[src/hdl/pci_pkg.sv]
// ----------------------------------------------------------------------------
// pci_pkg: shared types and constants for the palette color indexer
// Payload structs, chain token control, controller states, defaults.
// ----------------------------------------------------------------------------
package pci_pkg;

  localparam int unsigned MAX_COLORS_DEF = 224;
  localparam logic [7:0]  INDEX_OFFSET   = 8'd32;
  localparam logic [7:0]  LIMIT_RESET    = 8'd224;

  typedef struct packed {
    logic       frame_start;
    logic [7:0] pixel_red;
    logic [7:0] pixel_green;
    logic [7:0] pixel_blue;
  } in_pix_t;

  typedef struct packed {
    logic [7:0] index_code;
    logic       new_color;
    logic       overflow_error;
    logic [7:0] colors_used;
  } out_res_t;

  // control part of the token that walks the cell chain
  typedef struct packed {
    logic valid;
    logic found;
    logic fresh;
  } tok_ctl_t;

  typedef enum logic {
    ST_IDLE,
    ST_WALK
  } pci_state_t;

endpackage

[src/hdl/pci_cell.sv]
// ----------------------------------------------------------------------------
// pci_cell: one palette entry of the compare chain
// Holds one stored color, matches or appends the passing token, and hands
// the token to the next cell.
// ----------------------------------------------------------------------------
module pci_cell import pci_pkg::*; #(
  parameter int unsigned CNT_W = 8,
  parameter int unsigned K     = 0
) (
  input  logic             clk,
  input  logic             rst_n,
  input  logic             adv,
  input  logic [CNT_W-1:0] count,
  input  logic             room,
  input  tok_ctl_t         tok_in,
  input  logic [23:0]      color_in,
  input  logic [CNT_W-1:0] idx_in,
  output tok_ctl_t         tok_out,
  output logic [23:0]      color_out,
  output logic [CNT_W-1:0] idx_out
);

  localparam logic [CNT_W-1:0] MY_IDX = CNT_W'(K);

  logic [23:0]      entry_r;
  tok_ctl_t         tok_r, tok_nxt;
  logic [23:0]      color_r;
  logic [CNT_W-1:0] idx_r, idx_nxt;
  logic             live, hit, app;

  assign live = tok_in.valid && !tok_in.found;
  // entries below the count were written this frame
  assign hit  = live && (MY_IDX < count) && (entry_r == color_in);
  assign app  = live && (MY_IDX == count) && room;

  always_comb begin
    tok_nxt = tok_in;
    idx_nxt = idx_in;
    if (hit || app) begin
      tok_nxt.found = 1'b1;
      idx_nxt       = MY_IDX;
    end
    if (app) begin
      tok_nxt.fresh = 1'b1;
    end
  end

  always_ff @(posedge clk) begin
    if (!rst_n) begin
      tok_r <= '0;
    end else if (adv) begin
      tok_r <= tok_nxt;
    end
  end

  always_ff @(posedge clk) begin
    if (adv) begin
      color_r <= color_in;
      idx_r   <= idx_nxt;
      if (app) begin
        entry_r <= color_in;
      end
    end
  end

  assign tok_out   = tok_r;
  assign color_out = color_r;
  assign idx_out   = idx_r;

endmodule

[config.mk]
export PLATFORM = sky130hd
export DESIGN_NAME = pci_cell
export DESIGN_NICKNAME = d
export VERILOG_FILES = /design/src/hdl/pci_pkg.sv /design/src/hdl/pci_cell.sv
export SDC_FILE = /design/constraint.sdc
export NUM_CORES = 1
export LEC_CHECK = 0
export BUFFER_PORTS_ARGS = -buffer_cell sky130_fd_sc_hd__buf_4
export CORE_UTILIZATION = 25
export CTS_BUF_LIST = sky130_fd_sc_hd__clkbuf_16
export DETAILED_ROUTE_END_ITERATION = 8
export SYNTH_ARGS = -nofsm -noshare
export SYNTH_HDL_FRONTEND = slang
export SYNTH_SLANG_ARGS = --single-unit
[constraint.sdc]
create_clock -name clk -period 5.8 [get_ports clk]
set_clock_uncertainty 0.1 [all_clocks]
set_input_delay 0.58 -clock clk [delete_from_list [all_inputs] [get_ports clk]]
set_output_delay 0.58 -clock clk [all_outputs]
set_load 0.1 [all_outputs]
# [After elaboration in Yosys (flattened, before gate mapping)]
# Index checks and enable logic that the tools add are counted.
[classes] eq_ne=1 muxes=2 magnitude_cmp=1 reduce_logical=9
[ops] operator="24-bit == test" count=1
[ops] operator="8-bit logical NOT" count=1
[ops] operator="1-bit by 8-bit less-than comparator with 1-bit output (first input constant)" count=1
[ops] operator="1-bit logical AND" count=5
[ops] operator="1-bit 2-to-1 mux" count=2
[ops] operator="2-bit AND reduction" count=1
[ops] operator="1-bit logical NOT" count=1
[ops] operator="1-bit logical OR" count=1
[word_totals] inputBits=47 elab_cells=19 regBits=59

# [Depth between registers and ports, before layout]
# Gate-level depths: netlist of run 1.
[logic_depth] depth_word=6 mapped_depth=6

# [Worst setup path after synthesis of run 1]
# OpenSTA, ideal clock, no wires.
[synth_path] path_kind="input to register" from="input count[1]" to="register entry_r[0], enable pin" slack_ps=2722 n_path_buf=0 t_arrival_ps=2574 setup_time_ps=405 path_stages=4 required_ps=5295 path_cell_list="or4_1 -> nor2_1 -> nand4b_1 -> nor2_1"
[synth_via] elab_chain_cells=4
[synth_rtl] element="from (decl)" line="pci_cell.sv:13" source="input logic [CNT_W-1:0] count,"
[synth_rtl] element="8-bit logical NOT" line="pci_cell.sv:34" source="assign app = live && (MY_IDX == count) && room;"
[synth_rtl] element="1-bit logical AND (2 in series)" line="pci_cell.sv:34"
[synth_rtl] element="2-bit AND reduction (no line)"
[synth_rtl] element="to (signal assigned)" line="pci_cell.sv:61" source="entry_r <= color_in;"
[synth_rtl] element="to (decl)" line="pci_cell.sv:25" source="logic [23:0] entry_r;"
# No other way between the ends.
# A chain may end at the register's enable or synchronous reset.

# [Worst setup path after layout of run 1]
[layout_path] from="input color_in[20]" to="register idx_r[5], in the netlist idx_out[5] (data pin)"
[layout_via] elab_chain_cells=3
[layout_rtl] element="from (decl)" line="pci_cell.sv:16" source="input logic [23:0] color_in,"
[layout_rtl] element="24-bit == test" line="pci_cell.sv:33" source="assign hit = live && (MY_IDX < count) && (entry_r == color_in);"
[layout_rtl] element="1-bit logical AND" line="pci_cell.sv:33"
[layout_rtl] element="1-bit logical OR" line="pci_cell.sv:39" source="if (hit || app) begin"
[layout_rtl] element="to (signal assigned)" line="pci_cell.sv:59" source="idx_r <= idx_nxt;"
[layout_rtl] element="to (decl)" line="pci_cell.sv:28" source="logic [CNT_W-1:0] idx_r, idx_nxt;"
# No other way between the ends.

==> out/qor.yml, run 1 <==
routing:
  routed_wl_microns: 4697
  vias: 1354
  routedWlPerCell_microns: 14.68
  ant_nets: 0
  firstDrtPassIters: 4
  viasPerCell: 4.231
  drt-initial-drc-count: 44
  drc: 0
placement:
  dp_cells: 304
  gp_congestion: 0.6802
  port_buffers: 81
  hpwl_microns: 3293
timing:
  finalHoldViolCount: 0
  slew-limit-headroom_pct: 67.44
  timing.fmax_mhz: 403.3
  post-route-period-util_pct: 42.75
  rsz0062_at_grt: "false"
  fin_crit_ps: 2480
  drv_slew: 0
  setup_viol: 0
  setup-tns-final_ps: 0
  worstMarginPinSlew_ps: 488.4
floorplanning:
  dieHeight_microns: 95.19
  die_x_microns: 95.19
  io-pin-count: 82
  die_area_sq_um: 9060
  start_util_pct: 26.16
  core_sq_um: 8299
  row_count: 33
power:
  total_power_mw: 1.158
  vdd_drop_max_uv: 159.3
  switchingPower_mw: 0.3386
  p_leak_nw: 1.211
  pwr-share-clk_pct: 38.3
  pwr-share-comb_pct: 19.0
  swShare_pct: 29.24
  internal_power_mw: 0.8193
  p_per_area_nw_per_um2: 365.4
  sequentialPowerShare_pct: 42.7
finish:
  drive_above_1_share_pct: 43.72
  mostFrequentLayoutCells: "82 x buf_4, 56 x edfxtp_1, 24 x xnor2_1, 9 x clkbuf_16, 8 x and3_1"
  stdcell_count: 320
  utilization_pct: 38.19
  final_common_cell: "buf_4"
  nFillCells: 780
  regArea_sq_um: 1742
  multi_input_area_sq_um: 419.2
  syn2layout_area_growth_pct: 45.99
  n_antenna_cell: 0
  layout.nets: 257
logic_synthesis:
  yosys.area.top_type: "edfxtp_1"
  synthTopCellsByArea: "edfxtp_1 77%, xnor2_1 9.7%, dfxtp_1 2.8%"
  synth_area_sq_um: 2171
  syn_inst: 118
  syn_area_per_cell_sq_um: 18.40
  synth_top_cell_area_share_pct: 77.46
  yosys_warnings: 0
  yosys_register_bits: 59
  ys_types: 20
  seq_area_frac_synth_pct: 80.23
  syn_nets: 165
clock_tree:
  cts_buffers: 9
  cts.sinks: 59
  clk_path_buf_depth: 2
  cts_resized: 0
  clock_latency_ps: 320
  post_cts_buffers: 0
  cts_tree: "done"
  ctsHoldBuffers: 0
  root_buffer: "clkbuf_16"
  htree_levels: 3
  cts.clk_slew.worst_paths_ps: 50
worst_hold_path:
  hold_class: "in -> reg"
  min_path_cells: 1
setup_path:
  arrival_ps: 2450
  r2r_cells: 5
  cp.required_ps: 5770
  cp-start-kind: "primary input"
  cp_max_fo: 8
  critical_path_class: "in -> reg"
  worstSetupEndpointType: "flop"
global_routing:
  grt_remaining_overflow: 0
  track_usage_pct: 11.10
  grtUsageMet3_pct: 4.147
  grt_util_met2_pct: 16.67
  antenna_found_initial: 0
  grt_use_met1_pct: 13.75
  grt_max_degree: 38
  grt_pass1_vias: 1309
  top_usage_layer: "met2"
  grt_pass1_wl_microns: 6975
run:
  drv_cap: 0
run_status:
  status: "completed"
-- power groups by stage --
stage                     Sequential, mW  Combinational, mW  Clock, mW
final                              0.494              0.220      0.443
after global placement             0.502              0.220          0
after floorplan                    0.643             0.0127          0
after detailed placement           0.502              0.222          0
after CTS                          0.494              0.222      0.462
after global routing               0.495              0.229      0.484
-- metrics by stage --
step           hold WS [ps]  worst slack [ps]  cell area, sq um
6_report              361.7              3320              3169
5_1_grt               343.9              3182              3169
4_1_cts               347.6              3322              3169
2_1_floorplan         554.2              2722              2171
3_3_place_gp          407.6              3025              2915
3_5_place_dp          419.1              2989              2915
-- layer usage --
layer / vias to the layer above / share of wire [%]
met5: - / 0
met4: 0 / 1.5
met3: 7 / 8.5
met2: 66 / 45
met1: 639 / 45
li1: 642 / -
-- state kept, by name, indices dropped and copies added (netlist names) --
| signal | cells |
|---|---|
| entry_r | 24 |
| color_out | 24 |
| tok_out | 3 |
| idx_out | 8 |
-- cell usage after synthesis --
master,instances
nand3_1,1
mux2i_1,1
nand2b_1,1
inv_1,2
o211ai_1,1
and3_1,8
a31oi_1,1
nand4_1,5
nand4b_1,1
buf_2,1
o21ai_0,3
nor2_1,2
edfxtp_1,56
xnor2_1,24
a311oi_1,1
nor4_1,1
nor2b_1,1
and2b_1,1
dfxtp_1,3
or4_1,4
-- final timing paths --
check                                             start  slack (ps)                       end
worst max-delay path                       color_in[20]        3320  idx_out[5]$_SDFFCE_PP0P_
worst min-delay path                        color_in[9]         360    color_out[9]$_DFFE_PP_
worst max register to register    entry_r[20]$_DFFE_PP_        3320  idx_out[5]$_SDFFCE_PP0P_
worst min register to register  tok_out[2]$_SDFFE_PN0P_         430   tok_out[2]$_SDFFE_PN0P_
-- kinds of logic (layout without fill, tap and decap cells) --
family | Yosys count | in the layout | share of synthesized area, %
muxes | 1 | 1 | 0.4611
buffers and inverters | 3 | 100 | 0.5763
and+or+nand+nor | 25 | 25 | 7.321
AOI/OAI and AO/OA | 6 | 6 | 1.729
xor gates and xnor gates | 24 | 24 | 9.683
DFF | 59 | 59 | 80.23
-- area by class of cell --
class | count | share of cell area (%)
Timing Repair Buffer | 82 | 19.42
Clock inverter | 7 | 0.9080
Clock buffer | 9 | 7.106
Multi-Input combinational cell | 56 | 13.23
Inverter | 2 | 0.2369
Sequential cell | 59 | 54.95
Tap cell | 105 | 4.145
-- worst max-delay path, cell delays in order --
cell and delay (ps):
buf_4 120, xnor2_1 170, nand4_1 130, or4_1 550
or4_1 660, and3_1 240
Note: power is estimated with default switching activity, not from simulation.
==> run 2: changes to the inputs <==
==> constraint.sdc (replaced) <==
create_clock -name clk -period 2.6 [get_ports clk]
set_clock_uncertainty 0.1 [all_clocks]
set_input_delay 0.26 -clock clk [delete_from_list [all_inputs] [get_ports clk]]
set_output_delay 0.26 -clock clk [all_outputs]
set_load 0.1 [all_outputs]
==> run 2 against run 1 <==
Routed wire length fell by 1.4%. Final area grew 3.2%. Combinational power grew 120%. Sequential cell count unchanged. Global-route usage shrank 0.13 points. Largest power group is now clock.
==> out/qor.yml, run 2 (same netlist as run 1, synthesis figures left out) <==
power:
  p_per_area_nw_per_um2: 889.0  # was 365.4 nW/um^2
  pwr-share-comb_pct: 16.9  # was 19.0%
  swShare_pct: 26.73  # was 29.24%
  switchingPower_mw: 0.7775  # was 0.3386 mW
  vdd_drop_max_uv: 344.6  # was 159.3 uV
  p_leak_nw: 1.253  # was 1.211 nW
  internal_power_mw: 2.131  # was 0.8193 mW
  pwr-share-clk_pct: 45.2  # was 38.3%
  sequentialPowerShare_pct: 37.9  # was 42.7%
routing:
  ant_nets: 0  # unchanged
  viasPerCell: 4.266  # was 4.231
  drc: 0  # unchanged
  routed_wl_microns: 4629  # was 4697 microns
  drt-initial-drc-count: 57  # was 44
  firstDrtPassIters: 4  # unchanged
  vias: 1378  # was 1354
  routedWlPerCell_microns: 14.33  # was 14.68 microns
global_routing:
  grt_remaining_overflow: 0  # unchanged
  antenna_found_initial: 0  # unchanged
  grt_pass1_vias: 1377  # was 1309
  grt_max_degree: 21  # was 38
  grt_pass1_wl_microns: 6948  # was 6975 microns
  track_usage_pct: 10.97  # was 11.10%
clock_tree:
  clk_path_buf_depth: 2  # unchanged
  ctsHoldBuffers: 0  # unchanged
  cts.clk_slew.worst_paths_ps: 50  # about the same
  htree_levels: 3  # unchanged
  post_cts_buffers: 0  # unchanged
  clock_latency_ps: 320  # about the same
  cts_tree: "done"  # unchanged
  root_buffer: "clkbuf_16"  # unchanged
  cts.sinks: 59  # unchanged
  cts_buffers: 9  # unchanged
  cts_resized: 0  # unchanged
timing:
  post-route-period-util_pct: 94.43
  setup-tns-final_ps: 0  # unchanged
  fin_crit_ps: 2455
  setup_viol: 0  # unchanged
  rsz0062_at_grt: "false"  # unchanged
  timing.fmax_mhz: 407.3
  hold_slack_ps: 37.88  # was 361.7 ps
  drv_slew: 0  # unchanged
  fin_ws_ps: 144.7  # was 3320 ps
  worstMarginPinSlew_ps: 291.6  # was 488.4 ps
  finalHoldViolCount: 0  # unchanged
  slew-limit-headroom_pct: 80.72  # was 67.44%
finish:
  n_antenna_cell: 0  # unchanged
  drive_above_1_share_pct: 45.41  # was 43.72%
  stdcell_count: 323  # was 320
  final_common_cell: "buf_4"  # unchanged
  utilization_pct: 39.42  # was 38.19%
  layout.nets: 260  # was 257
  syn2layout_area_growth_pct: 50.72  # was 45.99%
  mostFrequentLayoutCells: "85 x buf_4, 56 x edfxtp_1, 24 x xnor2_1, 9 x clkbuf_16, 8 x and3_1"  # was 82 x buf_4, 56 x edfxtp_1, 24 x xnor2_1, 9 x clkbuf_16, 8 x and3_1
floorplanning:
  core_sq_um: 8299  # unchanged
  row_count: 33  # unchanged
  start_util_pct: 26.16  # unchanged
  dieHeight_microns: 95.19  # unchanged
  die_x_microns: 95.19  # unchanged
  io-pin-count: 82  # unchanged
  die_area_sq_um: 9060  # unchanged
setup_path:
  cp_max_fo: 8  # unchanged
  critical_path_class: "reg -> reg"  # was in -> reg
  crit_path_top_delay_cell: "or4_1"  # unchanged
  cp-start-kind: "flop"  # was primary input
  path_common_cell: "or4_1"  # unchanged
  arrival_ps: 2420  # was 2450 ps
  slowest_delay_ps: 680  # was 660 ps
  worstSetupEndpointType: "flop"  # unchanged
  path_cells: "xnor2_1, o211ai_1, or4_1, or4_1, and3_1"  # was buf_4, xnor2_1, nand4_1, or4_1, or4_1, and3_1
  cp.required_ps: 2570  # was 5770 ps
placement:
  place_ws_ps: 92.31  # was 2989 ps
  hpwl_microns: 3422  # was 3293 microns
  port_buffers: 81  # unchanged
  dp_cells: 307  # was 304
  gp_congestion: 0.6624  # was 0.6802
worst_hold_path:
  hold_class: "in -> reg"  # unchanged
run_status:
  status: "completed"  # unchanged
run:
  drv_cap: 0  # unchanged
run 2: cell count changes in the layout (fill, tap and decap cells not counted), sizes merged:
cell	before	now
clkinvlp	0	1
inv	5	4
clkinv	4	1
bufinv	0	3
buf	82	85
run 2: power groups by stage:
stage | Sequential [mW] | Combinational, mW | Clock (mW)
after floorplan | 1.44 | 0.0285 | 0
after global placement | 1.12 | 0.493 | 0
after detailed placement | 1.12 | 0.497 | 0
after CTS | 1.10 | 0.497 | 1.35
after global routing | 1.11 | 0.509 | 1.39
final | 1.10 | 0.491 | 1.32
run 2: final timing paths:
path / startpoint / end / slack (ps) / depth (start not counted)
worst min-delay path: color_in[18] / color_out[18]$_DFFE_PP_ / 40 / 1
worst min register to register: tok_out[2]$_SDFFE_PN0P_ / tok_out[2]$_SDFFE_PN0P_ / 420 / 2
worst max register to register: entry_r[14]$_DFFE_PP_ / idx_out[6]$_SDFFCE_PP0P_ / 140 / 5
worst max-delay path: entry_r[14]$_DFFE_PP_ / idx_out[6]$_SDFFCE_PP0P_ / 140 / 5
run 2: area by class of cell:
cell class / instances / area [sq um]
repair buffers: 85 / 638.1
fillers: 780 / 5027
multi-input cells: 56 / 419.2
clock inverters: 7 / 108.9
clock buffers: 9 / 225.2
well taps: 105 / 131.4
inverters: 2 / 7.507
flip-flops and latches: 59 / 1742
run 2: metal layers:
layer / vias to the layer above / part of all wire, % / GRT usage (%)
met3: 8 / 7.6 / 4.625
li1: 647 / - / -
met4: 0 / 1.5 / 5.682
met1: 665 / 43 / 12.81
met5: - / 0 / 0
met2: 58 / 48 / 17.14
run 2: per-stage QoR:
step,area (sq um),total power [mW]
6_report,3272,2.909
5_1_grt,3272,3.009
4_1_cts,3272,2.951
3_5_place_dp,2938,1.618
3_3_place_gp,2938,1.613
2_1_floorplan,2173,1.464
run 2: critical path: cells and delay by family (launching register included):
family,cells,cell delay (ps)
simple gates,3,1480
flops,1,370
compound gates,1,120
xor+xnor,1,150
